==> config.mk <==
export PLATFORM = sky130hd
export DESIGN_NAME = word_graph_isomorphism_check_unit
export DESIGN_NICKNAME = d
export VERILOG_FILES = /design/src/wgi_pkg.sv /design/src/wgi_edge_cmp.sv /design/src/word_graph_isomorphism_check_unit.sv
export SDC_FILE = /design/constraint.sdc
export NUM_CORES = 1
export LEC_CHECK = 0
export BUFFER_PORTS_ARGS = -buffer_cell sky130_fd_sc_hd__buf_2
export CAP_MARGIN = 30
export CORE_MARGIN = 3
export CORE_UTILIZATION = 55
export DETAILED_ROUTE_END_ITERATION = 12
export GPL_ROUTABILITY_DRIVEN = 0
export GPL_TIMING_DRIVEN = 0
export PLACE_DENSITY = 0.74
export SETUP_SLACK_MARGIN = 0.5
export SLEW_MARGIN = 20
export SYNTH_ARGS = -nofsm -noshare
export SYNTH_HDL_FRONTEND = slang
export SYNTH_HIERARCHICAL = 1
export SYNTH_SLANG_ARGS = --single-unit
export TNS_END_PERCENT = 100
==> constraint.sdc <==
create_clock -name clock -period 14.8 [get_ports clock]
set_input_delay 1.48 -clock clock [delete_from_list [all_inputs] [get_ports clock]]
set_output_delay 1.48 -clock clock [all_outputs]
set_load 0.05 [all_outputs]
==> src/wgi_pkg.sv <==
// Shared types and constants for the word graph isomorphism check unit.
// No dependencies; imported by every module of the block.
package wgi_pkg;

   localparam int MAX_LEN     = 7;
   localparam int LETTER_BITS = 3;
   localparam int WORD_W      = MAX_LEN * LETTER_BITS;
   localparam int VTX_W       = 3;
   localparam int CNT_W       = 5;
   localparam int LEN_W       = 3;
   localparam int REQ_DATA_W  = 48;
   localparam int RSP_DATA_W  = 8;

   // edge colour: earlier letter smaller, larger, or equal
   typedef enum logic [1:0] {
      COL_LT = 2'd0,
      COL_GT = 2'd1,
      COL_EQ = 2'd2
   } colour_type;

   typedef struct packed {
      colour_type colour_a;
      colour_type colour_b;
      logic       same;
   } edge_res_type;

endpackage

==> src/wgi_edge_cmp.sv <==
// Shared edge colour evaluator and comparator for the isomorphism search.
// Depends on wgi_pkg.
module wgi_edge_cmp
   import wgi_pkg::*;
(
   input  logic [WORD_W-1:0] word_a,
   input  logic [WORD_W-1:0] word_b,
   input  logic [VTX_W-1:0]  xa,
   input  logic [VTX_W-1:0]  ya,
   input  logic [VTX_W-1:0]  xb,
   input  logic [VTX_W-1:0]  yb,
   output edge_res_type      res
);

   function automatic colour_type edge_colour(input logic [WORD_W-1:0] word,
                                              input logic [VTX_W-1:0]  x,
                                              input logic [VTX_W-1:0]  y);
      logic [VTX_W-1:0]       lo;
      logic [VTX_W-1:0]       hi;
      logic [WORD_W-1:0]      sh_lo;
      logic [WORD_W-1:0]      sh_hi;
      logic [LETTER_BITS-1:0] l_lo;
      logic [LETTER_BITS-1:0] l_hi;
      colour_type             c;
      lo    = (x < y) ? x : y;
      hi    = (x < y) ? y : x;
      sh_lo = word >> (LETTER_BITS * lo);
      sh_hi = word >> (LETTER_BITS * hi);
      l_lo  = sh_lo[LETTER_BITS-1:0];
      l_hi  = sh_hi[LETTER_BITS-1:0];
      if (l_lo < l_hi) begin
         c = COL_LT;
      end else if (l_lo > l_hi) begin
         c = COL_GT;
      end else begin
         c = COL_EQ;
      end
      return c;
   endfunction

   always_comb begin
      res.colour_a = edge_colour(word_a, xa, ya);
      res.colour_b = edge_colour(word_b, xb, yb);
      res.same     = (res.colour_a == res.colour_b);
   end

endmodule

==> src/word_graph_isomorphism_check_unit.sv <==
// Top level of the word graph isomorphism check: sequencer, search state, output register.
// Depends on wgi_pkg and wgi_edge_cmp.
//
//   channel | dir | fields (tdata, low bit first)
//   req_    | in  | word_length[2:0], word_a[23:3], word_b[44:24], zero pad to 48
//   rsp_    | out | isomorphic[0], counts_match[1], zero pad to 8
//
// Per item: accept, a count pass over the C(len,2) edges, the search, then the load.
// Each search step is an edge compare, a used-vertex skip, a placement
// or a backtrack. Worst case is the full backtracking tree over 7 vertices.
// Reset (synchronous, active high) returns to idle and drops rsp_tvalid.
// req_tready is high only while idle; an item that finishes while the previous
// result still waits on rsp_tready holds its final load and the input stalls.
module word_graph_isomorphism_check_unit
   import wgi_pkg::*;
(
   input  logic                  clock,
   input  logic                  reset,
   input  logic                  req_tvalid,
   output logic                  req_tready,
   input  logic [REQ_DATA_W-1:0] req_tdata,  // word_length, word_a, word_b
   output logic                  rsp_tvalid,
   input  logic                  rsp_tready,
   output logic [RSP_DATA_W-1:0] rsp_tdata   // isomorphic, counts_match
);

   typedef enum logic [1:0] {
      ST_IDLE,
      ST_COUNT,
      ST_SEARCH,
      ST_DONE
   } state_type;

   state_type              state_ff, state_in;
   logic [LEN_W-1:0]       len_ff, len_in;
   logic [WORD_W-1:0]      word_a_ff, word_a_in;
   logic [WORD_W-1:0]      word_b_ff, word_b_in;
   // count pass: pos is the later vertex j, k the earlier vertex i
   // search: pos is the B vertex being placed, v the A candidate, k the edge check
   logic [VTX_W-1:0]       pos_ff, pos_in;
   logic [VTX_W-1:0]       k_ff, k_in;
   logic [VTX_W-1:0]       v_ff, v_in;
   logic [MAX_LEN-1:0]     used_ff, used_in;
   logic [VTX_W-1:0]       map_ff [MAX_LEN];
   logic [VTX_W-1:0]       map_in [MAX_LEN];
   logic [CNT_W-1:0]       cnt_a_ff [3];
   logic [CNT_W-1:0]       cnt_a_in [3];
   logic [CNT_W-1:0]       cnt_b_ff [3];
   logic [CNT_W-1:0]       cnt_b_in [3];
   logic                   iso_ff, iso_in;
   logic                   match_ff, match_in;
   logic                   rsp_valid_ff, rsp_valid_in;
   logic [RSP_DATA_W-1:0]  rsp_data_ff, rsp_data_in;

   logic                   backtrack;
   logic [VTX_W-1:0]       map_addr;
   logic [VTX_W-1:0]       map_rd;
   logic                   used_hit;
   logic                   counts_eq;
   logic [VTX_W-1:0]       xa;
   logic [VTX_W-1:0]       ya;
   edge_res_type           edge_res;

   assign req_tready = (state_ff == ST_IDLE);
   assign rsp_tvalid = rsp_valid_ff;
   assign rsp_tdata  = rsp_data_ff;

   // one read port on the mapping: backtrack needs the previous entry,
   // otherwise the edge check needs the entry under k
   assign backtrack = (state_ff == ST_SEARCH) && (pos_ff < len_ff) && (v_ff >= len_ff);
   assign map_addr  = backtrack ? VTX_W'(pos_ff - 1'b1) : k_ff;
   assign map_rd    = map_ff[map_addr];
   assign used_hit  = (v_ff < len_ff) && used_ff[v_ff];
   assign counts_eq = (cnt_a_ff[COL_LT] == cnt_b_ff[COL_LT]) &&
                      (cnt_a_ff[COL_GT] == cnt_b_ff[COL_GT]) &&
                      (cnt_a_ff[COL_EQ] == cnt_b_ff[COL_EQ]);

   // count pass looks at edge (k,pos) in both graphs; search looks at
   // A edge (map[k], v) against B edge (k, pos)
   assign xa = (state_ff == ST_COUNT) ? k_ff : map_rd;
   assign ya = (state_ff == ST_COUNT) ? pos_ff : v_ff;

   wgi_edge_cmp u_edge_cmp (
      .word_a (word_a_ff),
      .word_b (word_b_ff),
      .xa     (xa),
      .ya     (ya),
      .xb     (k_ff),
      .yb     (pos_ff),
      .res    (edge_res)
   );

   always_comb begin
      state_in     = state_ff;
      len_in       = len_ff;
      word_a_in    = word_a_ff;
      word_b_in    = word_b_ff;
      pos_in       = pos_ff;
      k_in         = k_ff;
      v_in         = v_ff;
      used_in      = used_ff;
      map_in       = map_ff;
      cnt_a_in     = cnt_a_ff;
      cnt_b_in     = cnt_b_ff;
      iso_in       = iso_ff;
      match_in     = match_ff;
      rsp_data_in  = rsp_data_ff;
      rsp_valid_in = rsp_valid_ff && !rsp_tready;

      case (state_ff)
         ST_IDLE: begin
            if (req_tvalid) begin
               len_in    = req_tdata[LEN_W-1:0];
               word_a_in = req_tdata[LEN_W +: WORD_W];
               word_b_in = req_tdata[LEN_W+WORD_W +: WORD_W];
               pos_in    = VTX_W'(1);
               k_in      = '0;
               cnt_a_in  = '{default: '0};
               cnt_b_in  = '{default: '0};
               state_in  = ST_COUNT;
            end
         end
         ST_COUNT: begin
            if (pos_ff >= len_ff) begin
               match_in = counts_eq;
               iso_in   = 1'b0;
               pos_in   = '0;
               k_in     = '0;
               v_in     = '0;
               used_in  = '0;
               state_in = counts_eq ? ST_SEARCH : ST_DONE;
            end else begin
               cnt_a_in[edge_res.colour_a] = CNT_W'(cnt_a_ff[edge_res.colour_a] + 1'b1);
               cnt_b_in[edge_res.colour_b] = CNT_W'(cnt_b_ff[edge_res.colour_b] + 1'b1);
               if (VTX_W'(k_ff + 1'b1) == pos_ff) begin
                  pos_in = VTX_W'(pos_ff + 1'b1);
                  k_in   = '0;
               end else begin
                  k_in = VTX_W'(k_ff + 1'b1);
               end
            end
         end
         ST_SEARCH: begin
            if (pos_ff >= len_ff) begin
               // every B vertex placed
               iso_in   = 1'b1;
               state_in = ST_DONE;
            end else if (backtrack) begin
               if (pos_ff == '0) begin
                  iso_in   = 1'b0;
                  state_in = ST_DONE;
               end else begin
                  pos_in          = VTX_W'(pos_ff - 1'b1);
                  v_in            = VTX_W'(map_rd + 1'b1);
                  used_in[map_rd] = 1'b0;
                  k_in            = '0;
               end
            end else if (used_hit) begin
               v_in = VTX_W'(v_ff + 1'b1);
               k_in = '0;
            end else if (k_ff < pos_ff) begin
               if (edge_res.same) begin
                  k_in = VTX_W'(k_ff + 1'b1);
               end else begin
                  v_in = VTX_W'(v_ff + 1'b1);
                  k_in = '0;
               end
            end else begin
               // all edges to placed vertices agree: place and descend
               map_in[pos_ff] = v_ff;
               used_in[v_ff]  = 1'b1;
               pos_in         = VTX_W'(pos_ff + 1'b1);
               v_in           = '0;
               k_in           = '0;
            end
         end
         ST_DONE: begin
            if (!rsp_valid_ff || rsp_tready) begin
               rsp_valid_in = 1'b1;
               rsp_data_in  = {{(RSP_DATA_W-2){1'b0}}, match_ff, iso_ff};
               state_in     = ST_IDLE;
            end
         end
         default: begin
            state_in = ST_IDLE;
         end
      endcase
   end

   always_ff @(posedge clock) begin
      if (reset) begin
         state_ff     <= ST_IDLE;
         rsp_valid_ff <= 1'b0;
      end else begin
         state_ff     <= state_in;
         rsp_valid_ff <= rsp_valid_in;
      end
      len_ff      <= len_in;
      word_a_ff   <= word_a_in;
      word_b_ff   <= word_b_in;
      pos_ff      <= pos_in;
      k_ff        <= k_in;
      v_ff        <= v_in;
      used_ff     <= used_in;
      map_ff      <= map_in;
      cnt_a_ff    <= cnt_a_in;
      cnt_b_ff    <= cnt_b_in;
      iso_ff      <= iso_in;
      match_ff    <= match_in;
      rsp_data_ff <= rsp_data_in;
   end

endmodule

# == After elaboration in Yosys (flattened, before gate mapping) ==
# Index checks and enable logic that the tools add are counted.
# word_totals
out_inout_bits,10
word_cells,211
inputBits,52
register_bits,119
# classes
bitwise,11
magnitude_cmp,21
mux,89
eq_ne,20
shifts,4
n_addsub,7
n_reduce_logical,30
multipliers,4
# ops
operator,n
$mux W3,34
$shr A21 B5 Y3,4
$pmux W15 S2,2
$mux W15,3
$mux W7,6
$bwmux W15,2
$mux W5,6
$bwmux W21,1
$bmux W5 S2,2
$demux W5 S2,2
$mul A2 B3 Y5 const A,4
$mux W2,10
$lt A3 B3 Y1,6
$pmux W3 S3,2
$eq A5 B5 Y1,3
$reduce_and A5 Y1,3
$pmux W7 S2,1
$add A3 B1 Y3 const B,4
$logic_and A1 B1 Y1,11
$add A5 B1 Y5 const B,2
$mux W1,10
$bmux W3 S3,1
$demux W3 S3,1
$ne A3 B3 Y1 const B,3
40 further kinds,63

# == Longest topological paths before layout ==
# depth
ltp_word,24
ltp_mapped,32
mapped_depth_nobuf,29

# == Modules after synthesis ==
# The synthesis kept the hierarchy.
# by_module_without_submodules
module,cells_each,area_per_inst_um2,instances,seq_area_each_um2
word_graph_isomorphism_check_unit,494,5999.5,1,3543.4
wgi_edge_cmp,137,1252.5,1,0.0

# == Worst setup path before layout ==
# Ideal clock, no wire load.
# synth_timing
path_type,register -> register
startpoint,reg v_ff[0]
endpoint,"reg cnt_a_ff[9] (netlist name), data pin"
synth_period_minus_slack_ns,6.526
setup_ns,0.266
path_buffers,3
required_time_ns,14.534
setup_slack_ns,8.274
path_stages_with_launch,31
arrival_ns,6.260
path_cell_list,edfxtp_1 clkbuf_1 inv_1 ha_1 nor2b_2 o21ai_2 nand2_4 o31ai_1 a21oi_1 a211o_2 o21ai_0 inv_1 ha_1 o21bai_1 a21oi_1 or2_1 buf_2 mux4_2 mux2_2 ha_1 a21oi_1 nor2_1 nor2b_1 clkbuf_1 nand2_1 o21ai_0 ha_1 nand3_1 xnor2_1 mux2i_1 nor2_1
# synth_lines
item,line_no,source
start: declaration,word_graph_isomorphism_check_unit.sv:42,"logic [VTX_W-1:0] v_ff, v_in;"
start signal: assignment,word_graph_isomorphism_check_unit.sv:203,v_ff <= v_in;
end signal: assignment,word_graph_isomorphism_check_unit.sv:206,cnt_a_ff <= cnt_a_in;
end: declaration,word_graph_isomorphism_check_unit.sv:46,logic [CNT_W-1:0] cnt_a_ff [3];

==> out/results.tsv <==
stage	metric	value	unit
outcome	status	complete, no violations	
yosys	Distinct cells, synth	68	
critical_path	CP required	14.96	ns
timing	Slew headroom	0.449	
global_routing	pin count of the biggest net entering global routing	37	
cts	clock buffer count from CTS	17	
floorplan	Die ar.	0.0146	sq mm
yosys	Cell Area, Synth	0.00725	sq mm
timing	Final Max Tran Viols	0	
floorplan	CORE AREA	0.0128	sq mm
final_layout	Fill cells	959	
route	DR iter-0 viols	336	
route	DR vias	5298	
worst_hold_path	hold crit path type	reg -> reg	
cts	CTS tree	done	
placed_design	IO buf count	52	
floorplan	die width	121	um
cts	Setup Buffers After CTS	0	
yosys	EDFF count, synth	116	
critical_path	CP endpoint kind	flop	
floorplan	Row Count	41	
yosys	Synth Flop Type	edfxtp_1	
global_routing	GRT Residual Overflow	0	
route	ratio of routed vias to standard cells	5.91	
cts	hold buffer count at cts	0	
critical_path	CP max stage cell	edfxtp_1	
placed_design	post-detail-place hpwl	11500	um
final_layout	FF/Latch Area	0.00354	sq mm
timing	skew final	0.00745	ns
timing	Hold Violations, Final	0	
final_layout	NumNets Final	797	
route	post-route DRC violation count	0	
final_layout	n_diodes	0	
run	Max Cap Viol	0	
final_layout	area of the multi-input gates	0.00345	sq mm
route	drt wl/cell	17.9	um
timing	worst-margin pin slew	0.820	ns
global_routing	antenna violations before repair	0	
critical_path	worst-path fanout max	10	
timing	fin crit period	8.02	ns
yosys	Mean Syn Cell Area	11.5	sq um
route	Antenna Violating Nets Remaining	0	
cts	root buffer cell	clkbuf_16	
critical_path	Startpoint Class	flop	
critical_path	CP Class	reg -> reg	
timing	setup TNS	0	ns
critical_path	CP peak stage delay	0.50	ns
timing	unrepaired setup endpoints after global routing	false	
timing	Final WS setup	6.78	ns
yosys	register area share after synthesis	0.489	
cts	htree depth	4	
final_layout	final core utilization	0.660	
placed_design	Setup WS pre-CTS	6.93	ns
cts	Reg clk slew, reported paths	0.05	ns
floorplan	I/O pin count	62	
cts	Clock Tree Buf Depth	2	
critical_path	most used cell, CP	ha_1	
global_routing	vias in the first global route	5424	
global_routing	first-pass GRT wire length	26500	um
timing	fin crit share	0.542	
timing	Highest Clock Rate	125	MHz
route	WL final	16000	um
floorplan	Initial Util	0.568	
yosys	ys async rst share	0	
cts	post-CTS resize count	0	
cts	total clock sinks	119	
timing	final setup violation count	0	
route	Initial DRT Pass Iterations	5	
cts	clock latency on the worst-skew pair	0.42	ns
yosys	Mapped Cells	631	
floorplan	Die Span Y	121	um
yosys	post-synthesis register bit count	119	
final_layout	layout cells sized above 1	0.181	
final_layout	area delta synth->final	16.3	%
global_routing	GRT Total Usage	0.233	
yosys	Yosys warnings	6	
critical_path	worst path arrival time	8.17	ns
[kinds of logic after synthesis]
kind of cell,share of synthesized area
XOR/XNOR,0.0471
buffers and inverters,0.0412
other,0.000517
multiplexers,0.134
flip-flops,0.489
AO/OA/AOI/OAI,0.101
adder cells (fa/ha/maj),0.0587
AND/OR/NAND/NOR,0.129
[Yosys cell counts, types with 4 or more instances]
cell / count / area (sq um)
nand3_1: 11 / 55.1
nor2b_1: 17 / 106
a21oi_1: 18 / 90.1
o21a_1: 6 / 45.0
o211ai_1: 5 / 37.5
edfxtp_1: 116 / 3480
nand4_1: 4 / 25.0
clkbuf_1: 19 / 71.3
nor4b_1: 5 / 43.8
ha_1: 34 / 425
o21ai_0: 32 / 160
inv_1: 28 / 105
nor2_1: 49 / 184
mux4_2: 10 / 225
and3_1: 4 / 25.0
nand2_1: 56 / 210
xor2_1: 15 / 131
buf_4: 9 / 67.6
xnor2_1: 24 / 210
mux2_2: 10 / 113
a211oi_1: 4 / 30.0
mux2i_1: 55 / 551
a21o_1: 6 / 45.0
nand2b_1: 7 / 43.8
nor3_1: 13 / 65.1
[registers in the layout, indices dropped and copies added, names as in the netlist]
register and flops:
cnt_b_ff 15, rsp_tvalid 1, len_ff 3, word_b_ff 21, k_ff 3, pos_ff 3, word_a_ff 21, cnt_a_ff 15
state_ff 2, rsp_tdata 2, used_ff 7, iso_ff 1, v_ff 3, map_ff 21, match_ff 1
[metrics by stage]
| stage | hold slack, ns | cells | instance area, sq um |
|---|---|---|---|
| 2_1_floorplan | 0.400 | 636 | 7270 |
| 3_3_place_gp | 0.405 | 860 | 7750 |
| 3_5_place_dp | 0.405 | 863 | 7810 |
| 4_1_cts | 0.418 | 895 | 8430 |
| 5_1_grt | 0.428 | 896 | 8430 |
| 6_report | 0.417 | 896 | 8430 |
[cell usage in the layout, fill, tap and decap left out, drive strengths merged, types with 11 or more instances in the layout]
cell,count
mux4,12
inv,28
nand2,58
clkbuf,38
nor3,13
o21ai,34
nor2,49
mux2i,55
buf,71
xor2,15
a21oi,19
ha,34
nand3,11
mux2,12
edfxtp,116
nor2b,18
xnor2,24
[per-layer routing]
| layer | vias up | part of all wire | track usage |
|---|---|---|---|
| li1 | 2484 | - | - |
| met1 | 2598 | 0.43 | 0.302 |
| met2 | 178 | 0.48 | 0.373 |
| met3 | 38 | 0.055 | 0.0585 |
| met4 | 0 | 0.027 | 0.101 |
| met5 | - | 0 | 0 |
[area by class of cell]
type                    count  share of cell area
plain buffers              35              0.0226
clock buffers              18              0.0509
clock inverters            14              0.0221
inverters                  29              0.0129
multi-input cells         453               0.409
flip-flops and latches    119               0.420
well taps                 172              0.0255
repair buffers             56              0.0369
[path summary, 6_finish.rpt]
kind / startpoint / end / slack, ns / cells past startpoint
max reg2reg: v_ff[0] / cnt_a_ff[9] / 6.78 / 29
max: v_ff[0] / cnt_a_ff[9] / 6.78 / 29
min reg2reg: match_ff / rsp_tdata[1] / 0.42 / 0
min: match_ff / rsp_tdata[1] / 0.42 / 0
[worst max-delay path: cells and delay by family, from the launching register on]
family / cells / cell delay (ns)
flip-flops: 1 / 0.50
AO/OA/AOI/OAI: 9 / 2.75
buffers and inverters: 4 / 1.09
XOR/XNOR: 1 / 0.19
multiplexers: 3 / 1.01
adder cells (fa/ha/maj): 4 / 1.27
AND/OR/NAND/NOR: 8 / 0.93
Power is not shown: default switching activity piles up to over one toggle a cycle in this logic, so the estimate is an artifact.
